<file path="config.mk">
export PLATFORM = sky130hd
export DESIGN_NAME = prox_card_frame_encoder
export DESIGN_NICKNAME = d
export VERILOG_FILES = /design/src/rtl/core/prox_enc_pkg.sv /design/src/rtl/core/prox_enc_frame.sv /design/src/rtl/core/prox_card_frame_encoder.sv
export VERILOG_INCLUDE_DIRS = /design/src /design/src/rtl/core
export SDC_FILE = /design/constraint.sdc
export NUM_CORES = 1
export LEC_CHECK = 0
export BUFFER_PORTS_ARGS = -buffer_cell sky130_fd_sc_hd__buf_2
export CAP_MARGIN = 10
export CORE_MARGIN = 5
export CORE_UTILIZATION = 54
export CTS_BUF_LIST = sky130_fd_sc_hd__clkbuf_4
export DETAILED_ROUTE_END_ITERATION = 7
export GPL_ROUTABILITY_DRIVEN = 0
export GPL_TIMING_DRIVEN = 1
export HOLD_SLACK_MARGIN = 0.12
export PLACE_DENSITY_LB_ADDON = 0.3
export SLEW_MARGIN = 10
export SYNTH_ARGS = -nofsm -noshare
export SYNTH_HDL_FRONTEND = slang
export SYNTH_SLANG_ARGS = --single-unit
</file>
<file path="constraint.sdc">
create_clock -name clk -period 5.45 [get_ports clk]
set_clock_uncertainty 0.2 [all_clocks]
set_input_delay 0 -clock clk [delete_from_list [all_inputs] [get_ports clk]]
set_output_delay 0 -clock clk [all_outputs]
set_load 0.01 [all_outputs]
</file>
<file path="src/rtl/core/prox_card_frame_encoder_defines.svh">
// Assertion macros for the card frame encoder.
`ifndef PROX_CARD_FRAME_ENCODER_DEFINES_SVH
`define PROX_CARD_FRAME_ENCODER_DEFINES_SVH

`ifndef ASSERT_OFF
`define ASSERT_IMPL(label, clk, rst, ante, cons) \
  label: assert property (@(posedge clk) disable iff (rst) (ante) |-> (cons)) \
    else $error("assertion failed");
`define ASSERT_NEXT(label, clk, rst, ante, cons) \
  label: assert property (@(posedge clk) disable iff (rst) (ante) |=> (cons)) \
    else $error("assertion failed");
`else
`define ASSERT_IMPL(label, clk, rst, ante, cons)
`define ASSERT_NEXT(label, clk, rst, ante, cons)
`endif

`endif

</file>
<file path="src/rtl/core/prox_enc_pkg.sv">
// Types and constants shared by the card frame encoder.
package prox_enc_pkg;

  localparam logic [7:0] FMT_26 = 8'd26;
  localparam logic [7:0] FMT_34 = 8'd34;
  localparam logic [7:0] FMT_37 = 8'd37;
  localparam logic [7:0] FMT_50 = 8'd50;

  localparam int FIELD_BITS = 66;
  localparam int FRAME_BITS = 96;
  localparam int GROUPS     = FIELD_BITS / 3;

  localparam logic [7:0] PREAMBLE = 8'b0000_0001;

  typedef struct packed {
    logic [7:0]  format_length;
    logic [31:0] facility;
    logic [31:0] card_number;
  } req_t;

  typedef struct packed {
    logic [5:0]  used_format;
    logic [31:0] frame_word_first;
    logic [31:0] frame_word_middle;
    logic [31:0] frame_word_last;
  } rsp_t;

endpackage

</file>
<file path="src/rtl/core/prox_enc_frame.sv">
// Combinational frame builder: format normalization, Wiegand word and group parity.
module prox_enc_frame (
  input  prox_enc_pkg::req_t req,
  output prox_enc_pkg::rsp_t rsp
);

  logic [7:0]                          fmt;
  logic [prox_enc_pkg::FIELD_BITS-1:0] field;
  logic [prox_enc_pkg::FRAME_BITS-1:0] frame;

  logic [23:0] d26;
  logic [31:0] d34;
  logic [30:0] d37;
  logic [47:0] d50;

  assign d26 = {req.facility[7:0],  req.card_number[15:0]};
  assign d34 = {req.facility[7:0],  req.card_number[23:0]};
  assign d37 = {req.facility[12:0], req.card_number[17:0]};
  assign d50 = {req.facility[15:0], req.card_number[31:0]};

  // field is MSB-first: format byte, even parity, data, odd parity, zero pad
  always_comb begin
    case (req.format_length)
      prox_enc_pkg::FMT_34: begin
        fmt   = prox_enc_pkg::FMT_34;
        field = {fmt, ^d34[31:16], d34, ~^d34[15:0], 24'd0};
      end
      prox_enc_pkg::FMT_37: begin
        fmt   = prox_enc_pkg::FMT_37;
        field = {fmt, ^d37[30:16], d37, ~^d37[15:1], 25'd0};
      end
      prox_enc_pkg::FMT_50: begin
        fmt   = prox_enc_pkg::FMT_50;
        field = {fmt, ^d50[47:24], d50, ~^d50[23:0], 8'd0};
      end
      default: begin
        fmt   = prox_enc_pkg::FMT_26;
        field = {fmt, ^d26[23:12], d26, ~^d26[11:0], 32'd0};
      end
    endcase
  end

  // odd parity bit after every 3 field bits
  always_comb begin
    frame[prox_enc_pkg::FRAME_BITS-1 -: 8] = prox_enc_pkg::PREAMBLE;
    for (int g = 0; g < prox_enc_pkg::GROUPS; g++) begin
      frame[prox_enc_pkg::FRAME_BITS-9-4*g -: 4] =
        {field[prox_enc_pkg::FIELD_BITS-1-3*g -: 3],
         ~^field[prox_enc_pkg::FIELD_BITS-1-3*g -: 3]};
    end
  end

  assign rsp.used_format       = fmt[5:0];
  assign rsp.frame_word_first  = frame[95:64];
  assign rsp.frame_word_middle = frame[63:32];
  assign rsp.frame_word_last   = frame[31:0];

endmodule

</file>
<file path="src/rtl/core/prox_card_frame_encoder.sv">
// Proximity card frame encoder top level: request register, frame builder, result register.
// 2 registers (input, result) in the path; the result loads from the input register.
// Throughput: one request per cycle while out_ready is high; the frame builder is a
// single pass of bit placement and short parity trees between the two registers.
// A full result register that is not taken stalls the input register, then in_ready.
// Reset (rst, synchronous, active high) empties both registers; no other state.
`include "prox_card_frame_encoder_defines.svh"

module prox_card_frame_encoder (
  input  logic        clk,
  input  logic        rst,
  input  logic        in_valid,
  output logic        in_ready,
  input  logic [7:0]  format_length,
  input  logic [31:0] facility,
  input  logic [31:0] card_number,
  output logic        out_valid,
  input  logic        out_ready,
  output logic [5:0]  used_format,
  output logic [31:0] frame_word_first,
  output logic [31:0] frame_word_middle,
  output logic [31:0] frame_word_last
);

  logic               req_valid;
  prox_enc_pkg::req_t req;
  prox_enc_pkg::rsp_t rsp_next;
  prox_enc_pkg::rsp_t rsp;
  logic               out_open;
  logic               req_move;

  assign out_open = !out_valid || out_ready;
  assign req_move = req_valid && out_open;
  assign in_ready = !req_valid || req_move;

  always_ff @(posedge clk) begin
    if (rst) begin
      req_valid <= 1'b0;
    end else if (in_ready) begin
      req_valid <= in_valid;
    end
    if (in_valid && in_ready) begin
      req.format_length <= format_length;
      req.facility      <= facility;
      req.card_number   <= card_number;
    end
  end

  prox_enc_frame u_frame (
    .req (req),
    .rsp (rsp_next)
  );

  always_ff @(posedge clk) begin
    if (rst) begin
      out_valid <= 1'b0;
    end else if (out_open) begin
      out_valid <= req_valid;
    end
    if (req_move) begin
      rsp <= rsp_next;
    end
  end

  assign used_format       = rsp.used_format;
  assign frame_word_first  = rsp.frame_word_first;
  assign frame_word_middle = rsp.frame_word_middle;
  assign frame_word_last   = rsp.frame_word_last;

  `ASSERT_NEXT(a_accept_fills, clk, rst, in_valid && in_ready, req_valid)
  `ASSERT_NEXT(a_move_fills, clk, rst, req_move, out_valid)
  `ASSERT_IMPL(a_full_stall, clk, rst, req_valid && out_valid && !out_ready, !in_ready)
  `ASSERT_IMPL(a_frame_shape, clk, rst, out_valid,
    frame_word_first[31:24] == prox_enc_pkg::PREAMBLE &&
    (used_format == 6'd26 || used_format == 6'd34 ||
     used_format == 6'd37 || used_format == 6'd50))

endmodule

</file>
=== Yosys cells after proc, flatten, opt, wreduce, memory -nomap -nowiden ===
Cells that the tools add are included.

* Register bits: 152
* Input port bits: 76
* Output and inout bits: 104
* Word-level logic and storage cells: 50

* Equal/unequal tests: 3
* Mux-type cells: 2
* Reduce and logical (&&, ||, !) cells: 36

{| class="wikitable"
|+ Operators with widths
! kind !! number
|-
| $pmux W64 S3 || 1
|-
| $reduce_xnor A3 Y1 || 22
|-
| $eq A8 B6 Y1 const B || 3
|-
| $reduce_xnor A24 Y1 || 1
|-
| $reduce_xor A24 Y1 || 1
|-
| $pmux W6 S3 || 1
|-
| $reduce_xnor A16 Y1 || 1
|-
| $reduce_xor A16 Y1 || 1
|-
| $reduce_xnor A15 Y1 || 1
|-
| $reduce_xor A15 Y1 || 1
|-
| $reduce_xnor A12 Y1 || 1
|-
| $reduce_xor A12 Y1 || 1
|-
| $logic_and A1 B1 Y1 || 2
|-
| $logic_not A1 Y1 || 2
|-
| $logic_or A1 B1 Y1 || 2
|}

=== Longest topological paths before layout ===
Gate-level depths: netlist (run 1).

* Word-level depth: 5
* Mapped depth: 13
* Depth with buffers taken out: 10

=== Cells and area by module ===
A second synthesis (run 1) with hierarchy kept.

* Cells, all modules: 482
* Area total of the unflattened synthesis: 7616.1 um^2

{| class="wikitable"
|+ By module, submodules not included
! module !! instances !! cells each !! area each (um^2) !! seq. area each (um^2)
|-
| prox_card_frame_encoder || 1 || 184 || 5328.9 || 5265.0
|-
| prox_enc_frame || 1 || 298 || 2287.2 || 0.0
|}

=== Worst setup path before layout (run 1) ===
No wires, ideal clock.

* Kind: reg-to-reg
* From: register out_valid
* To: register rsp, in the netlist frame_word_first[0] (enable)
* Setup time: 0.516 ns
* Arrival time: 3.791 ns
* Data required time: 4.734 ns
* Slack: 0.944 ns
* Stages on the path, launching flop included: 3
* Path buffers: 0
* Period minus slack after synthesis: 4.506 ns
* Cell sequence: dfxtp_1 -> nor2b_1 -> nor2b_1

* Word-level cells in the longest chain between the ends: 3

{| class="wikitable"
|+ RTL lines
! element !! line !! RTL
|-
| start, declared || prox_card_frame_encoder.sv:17 || <nowiki>output logic out_valid,</nowiki>
|-
| start signal, assigned || prox_card_frame_encoder.sv:58 || <nowiki>out_valid <= req_valid;</nowiki>
|-
| $logic_not A1 Y1 || prox_card_frame_encoder.sv:32 || <nowiki>assign out_open = !out_valid || out_ready;</nowiki>
|-
| $logic_or A1 B1 Y1 || prox_card_frame_encoder.sv:32 ||
|-
| $logic_and A1 B1 Y1 || prox_card_frame_encoder.sv:33 || <nowiki>assign req_move = req_valid && out_open;</nowiki>
|-
| named net req_move || prox_card_frame_encoder.sv:30 || <nowiki>logic req_move;</nowiki>
|-
| end signal, assigned || prox_card_frame_encoder.sv:61 || <nowiki>rsp <= rsp_next;</nowiki>
|-
| end, declared || prox_card_frame_encoder.sv:28 || <nowiki>prox_enc_pkg::rsp_t rsp;</nowiki>
|}

The timed path passes the listed nets, and every way through them passes these cells.
A chain may end at the register's enable or synchronous reset.

==> results of run 1 <==
## routing by layer
metal | wire length, µm | global-route usage (%)
met5 | 0 | 0
met4 | 450 | 9.98
met2 | 8060 | 41.2
met1 | 5920 | 29.7
met3 | 1470 | 5.85
## per-stage QoR
| step | cells | total power (µW) |
|---|---|---|
| finish | 846 | 2360 |
| CTS | 845 | 2350 |
| floorplan | 450 | 1490 |
| global placement | 694 | 1580 |
| global route | 846 | 2450 |
| detailed placement | 694 | 1590 |
## worst reg2reg max path, cell delays in order (launching register included)
cell,delay [ns]
edfxtp_1,0.66
nor4b_2,0.62
and2_1,0.41
inv_1,0.12
ha_1,0.20
buf_4,0.22
nor4_4,0.75
buf_4,0.30
a22oi_1,0.11
o211ai_1,0.20
xor2_1,0.21
xnor2_1,0.09
## power by group through the flow
stage	registers, µW	logic [µW]	clock network [µW]
final	1230	416	713
after global routing	1230	442	773
after floorplan	1250	242	0
after global placement	1250	329	0
after detailed placement	1250	339	0
after CTS	1230	406	722
## cells in the mapped netlist, types with 3 or more instances
library cell  number  area share (%)
nand3_1            3            0.25
clkbuf_1          12            0.74
a22o_1             3            0.43
buf_2              3            0.25
nand2b_1           5            0.51
nor2_1            27             1.7
a22oi_1           17             2.1
xnor2_1           44             6.3
nand2_1           42             2.6
o21ai_0           11            0.90
xor2_1            13             1.9
xnor3_1            9             3.3
inv_1              7            0.43
mux2_2             3            0.55
edfxtp_1         130              64
buf_4             29             3.6
a221oi_1           7             1.0
o21ai_1            3            0.25
a21oi_1            6            0.49
o211ai_1           6            0.74
and2_1            17             1.7
## state kept, by name, indices dropped and copies added (netlist names)
signal,count
frame_word_first,15
frame_word_middle,32
frame_word_last,22
used_format,5
req_valid,1
out_valid,1
req,56
## worst max-delay path by stage
stage                            endpoint  slack [ns]  cells after the start
finish              frame_word_middle[24]        1.10                     11
global route        frame_word_middle[24]        0.89                     11
CTS                 frame_word_middle[24]        1.21                     12
detailed placement  frame_word_middle[24]        1.24                     12
global placement    frame_word_middle[24]        1.39                     12
floorplan             frame_word_first[0]        0.94                      2
## cell families after synthesis
group / synth area share, %
other: 0.123
adders and majority gates: 0.205
muxes: 0.554
DFF: 64.6
AOI/OAI and AO/OA: 8.14
and+or+nand+nor: 8.59
xor gates and xnor gates: 12.3
buffers and inverters: 5.47
## cell type report
| cell class | instances | area [µm²] | area share [%] |
|---|---|---|---|
| sequential | 132 | 3940 | 47.4 |
| clock buffer | 20 | 150 | 1.80 |
| multi-input combinational | 263 | 1900 | 22.8 |
| antenna | 1 | 2.50 | 0.0301 |
| timing repair buffer | 269 | 1960 | 23.5 |
| inverter | 9 | 33.8 | 0.406 |
| clock inverter | 12 | 161 | 1.94 |
| tap | 140 | 175 | 2.10 |
==> results.md, run 1 <==
* Most used cell, CP: buf_4
* Worst-path fanout max at 23
* Main synth FF type: edfxtp_1
* Vias/cell at roughly 5.3
* Clock share of power at 30.3%
* Crit-path cells: nor4b_2 -> and2_1 -> inv_1 -> ha_1 -> buf_4 -> nor4_4 -> buf_4 -> a22oi_1 -> o211ai_1 -> xor2_1 -> xnor2_1
* Post-Route WL at roughly 16,000 µm
* Detailed placement HPWL at 9650 µm
* Rows at 38
* Crit-path leading delay family: simple AND/OR/NAND/NOR gates
* Worst R2R Path Depth at 11
* CTS tree: built
* Cell-internal power at 1790 µW
* Nature of the critical path endpoint: register
* Clock latency on the worst-skew pair at 0.52 ns
* CTS clock-pin slew for the worst setup and hold paths at around 0.11 ns
* RSZ-0062 raised after global routing: no
* Buf+Inv Stages, Crit Path at 3
* Port Buffers at 143
* CP Launch Type: register
* Nets at just under 800
* Worst path slowest cell: nor4_4
* Pre-CTS WS at roughly 1.2 ns
* Final worst path period share at 79.8%
* Design area at 8330 µm²
* Critical Path RT at 5.51 ns
* Worst path max stage delay at between 0.7 and 0.8 ns
* Hold buffer count at CTS at 119
* DRC at 0
* Slew Limit Fails at 0
* Layout cells sized above 1 at roughly 28%
* Die height at roughly 120 µm
* Max Cap Viol at 0
* DR WL/cell at about 19 µm
* Internal reg-to-reg setup slack at 1.10 ns
* Tmin final at approximately 4.3 ns
* Core area at between 10,000 and 15,000 µm²
* Arrival time at the worst endpoint at between 4 and 5 ns
* Lkg Pwr at around 0.0032 µW
* Worst Setup Slack, final at 1.10 ns
* Remaining antenna violation count after routing at 0
* Initial antenna violation count at 1
* Setup Buffers After CTS at 0
* Post-synth EDFFs at 130
* Commonest non-fill, non-tap cell in the layout: buf_2
* Clock Path Buffers at 2
* Finished Core Util at between 70 and 80%
* Area delta synth->final at 36.5%
* Worst setup path startpoint: req[68]
* CTS resizes at 0
* Gr usage total at 24.2%
* Pwr/cell area at between 200 and 300 nW/µm²
* Worst vdd ir at around 180 µV
* Initial Util at between 50 and 60%
* Highest-count cells in the layout ignoring fill and taps: buf_2, edfxtp_1, dlygate4sd3_1
* Seq cells post-synth at approximately 130
* # IOs at 180
* Hold Crit Depth at 2
* Final hold violation count at 0
* Ys Warns at 0
* Worst Hold Path EP: frame_word_first[9]
* Setup_tns at 0 ns
* Cells after Synth at about 430
* Fmax at between 200 and 250 MHz
* HP Class: reg2reg
* Post-synth ARST share at 0%
* Post-Syn Area per Cell at around 14 µm²
* End of the worst register-to-register path: frame_word_middle[24]
* Status: complete, no violations
* Worst slew margin at 30.8%
* Psw at 570 µW
* Num CTS Buffers at 17
* Clock sink count at approximately 130
* Logic pwr share at 17.7%
* Die area at approximately 14,000 µm²
* Hold path start: req[45]
* Mapped Area at ~6100 µm²
* Chip Width at between 100 and 150 µm
* Register share of total power at a little over half
* CP Class: reg2reg
* Pre-antenna DRT Iters at 5
* Global route overflow at 0
* First-pass GRT wire length at between 20,000 and 25,000 µm
* DRT iter0 DRCs at 560
* RR Startpoint: req[68]
* Vias in the first global route at 4,631
* Largest net degree at the start of global routing at 75
* # setup viols final at 0
* Sw frac at 24.2%
* Post-synthesis sequential area ratio at between 60 and 70%
* Root buffer cell: clkbuf_4
* H-tree depth at 4
* Vias at 4,504
* WHS at a little over 0.5 ns
* Worst slew pin tran at approximately 1.0 ns
* Placed Area at between 6000 and 7000 µm²
* Synth unique cells at 46
* Fillers at 685
Note: power is estimated with default switching activity, not from simulation.
==> run 2, diff against run 1 <==
- clock period: 5.45 -> 4.2 ns (I/O delays scaled with it)
==> run 2 against run 1 <==
  * Maximum frequency rose by 17%
  * Combinational power rose by 28%
  * Sequential share of layout area barely moved
  * Clock-buffer cell count fell by 3
  * Hold slack got worse by 0.30 ns
  * Largest cell class unchanged
  * Largest power group unchanged
==> results.md, run 2 (synthesis gave the netlist of run 1 again) <==
* Vias/cell at 5.37
* CTS resizes at 0
* Status: complete, no violations
* Pre-antenna DRT Iters at 7
* # setup viols final at 0
* Highest-count cells in the layout ignoring fill and taps: buf_2, edfxtp_1, dlygate4sd3_1
* Placed instance count at ~700
* Initial antenna violation count at 1
* Core area at approximately 11,000 µm²
* Setup Buffers After CTS at 0
* Largest net degree at the start of global routing at 75
* Fillers at between 600 and 700
* Vias in the first global route at between 4,000 and 5,000
* Num CTS Buffers at 17
* Die area at 13,500 µm²
* Worst path max stage delay at between 0.7 and 0.8 ns
* Crit-path leading delay family: simple AND/OR/NAND/NOR gates
* Hold buffer count at CTS at roughly 120
* RR Startpoint: req[67]
* # IOs at between 150 and 200
* Arrival time at the worst endpoint at around 3.8 ns
* Finished Core Util at 76.1%
* Worst setup path startpoint: req[67]
* Worst slew pin tran at ~0.91 ns
* Nature of the critical path endpoint: register
* Global route overflow at 0
* Crit-path cells: or4b_1 -> nor3_2 -> inv_2 -> ha_1 -> inv_1 -> o211a_1 -> buf_4 -> a22oi_1 -> nand2_1 -> xor2_1 -> xnor2_1
* RSZ-0062 raised after global routing: no
* H-tree depth at 4
* Pwr/cell area at around 360 nW/µm²
* Buf+Inv Stages, Crit Path at 3
* Internal reg-to-reg setup slack at about 0.5 ns
* Nets at slightly below 800
* Lkg Pwr at ~0.0032 µW
* Final hold violation count at 0
* Area delta synth->final at 36.4%
* Fin cells at approximately 850
* Final worst path period share at 88.1%
* Number of flip-flops in the largest register at 56
* Fmax at between 200 and 300 MHz
* DRT iter0 DRCs at between 500 and 600
* Slew Limit Fails at 0
* Clock sink count at 132
* Vias at 4,559
* Tmin final at roughly 3.7 ns
* Layout cells sized above 1 at between 20% and 30%
* Crit path to: frame_word_first[8]
* Chip Width at ~120 µm
* DR WL/cell at 19.1 µm
* DRC at 0
* Hold Crit Depth at 5
* CP Launch Type: register
* Die height at 116 µm
* Root buffer cell: clkbuf_4
* Max Cap Viol at 0
* WP depth at 11
* Biggest register: req
* CTS clock-pin slew for the worst setup and hold paths at about 0.12 ns
* First-pass GRT wire length at between 20,000 and 25,000 µm
* End of the worst register-to-register path: frame_word_first[8]
* Worst vdd ir at ~230 µV
* Detailed placement HPWL at ~9900 µm
* Total area of sequential cells at 3940 µm²
* Worst-path fanout max at 11
* CTS tree: built
* CP Class: reg2reg
* Initial Util at a little under three fifths
* Gr usage total at about a quarter
* Critical Path RT at 4.31 ns
* Worst slew margin at roughly 39%
* Commonest non-fill, non-tap cell in the layout: buf_2
* HP Class: in2reg
* Clock latency on the worst-skew pair at approximately 0.54 ns
* Port Buffers at ~140
* Post-Route WL at roughly 16,000 µm
* Worst path slowest cell: or4b_1
* Worst R2R Path Depth at 11
* Setup_tns at 0 ns
* Multi-input gate area at between 1500 and 2000 µm²
* Clock Path Buffers at 2
* Remaining antenna violation count after routing at 0
* Rows at 38
[run 2: cell count changes in the layout (fill, tap and decap cells not counted), moves of 2 or more]
cell,change
clkinv_1,-2
inv_6,+2
bufinv_16,-2
clkbuf_4,-3
clkinv_4,+4
clkinvlp_4,+3
clkinv_2,-2
buf_4,+4
[run 2: worst min path at each step]
stage	startpoint	to	slack, ns
2_1_floorplan	rst	out_valid	-0.13
6_report	out_ready	out_valid	0.20
3_3_place_gp	rst	out_valid	-0.03
5_1_grt	out_ready	out_valid	0.22
4_1_cts	out_ready	out_valid	0.12
3_5_place_dp	rst	out_valid	-0.02
[run 2: stage by stage]
step / total power (µW) / hold slack [ns] / instance area [µm²] / worst slack (ns)
2_1_floorplan: 1940 / -0.128 / 6170 / 0.718
3_3_place_gp: 2050 / -0.0274 / 6850 / 0.719
3_5_place_dp: 2060 / -0.0249 / 6850 / 0.632
4_1_cts: 2970 / 0.121 / 8320 / 0.612
5_1_grt: 3090 / 0.218 / 8320 / 0.321
6_report: 2980 / 0.201 / 8320 / 0.499
[run 2: cell type report]
class | count | share of cell area (%)
tap | 140 | 2.10
clock buffer | 17 | 1.53
sequential | 132 | 47.4
antenna | 1 | 0.0301
clock inverter | 15 | 1.91
timing repair buffer | 272 | 23.8
multi-input combinational | 263 | 22.8
inverter | 9 | 0.406
[run 2: tightest hold or removal path, cell delays in order]
cell and delay (ns):
buf_2 0.09, nor2b_1 0.10, nor2_1 0.10, nor2_1 0.05, dlygate4sd3_1 0.55
[run 2: layer usage]
metal	wire, µm	track usage, %	share of wire [%]	up-vias
li1	-	-	-	2057
met1	5840	28.9	36	2147
met2	8300	42.4	51	304
met3	1530	5.44	9.4	51
met4	578	11.4	3.6	0
met5	0	0	0	-
[run 2: power breakdown]
| part | switching (µW) | internal (µW) |
|---|---|---|
| sequential | 57.8 | 1540 |
| combinational | 236 | 298 |
| clock | 501 | 355 |
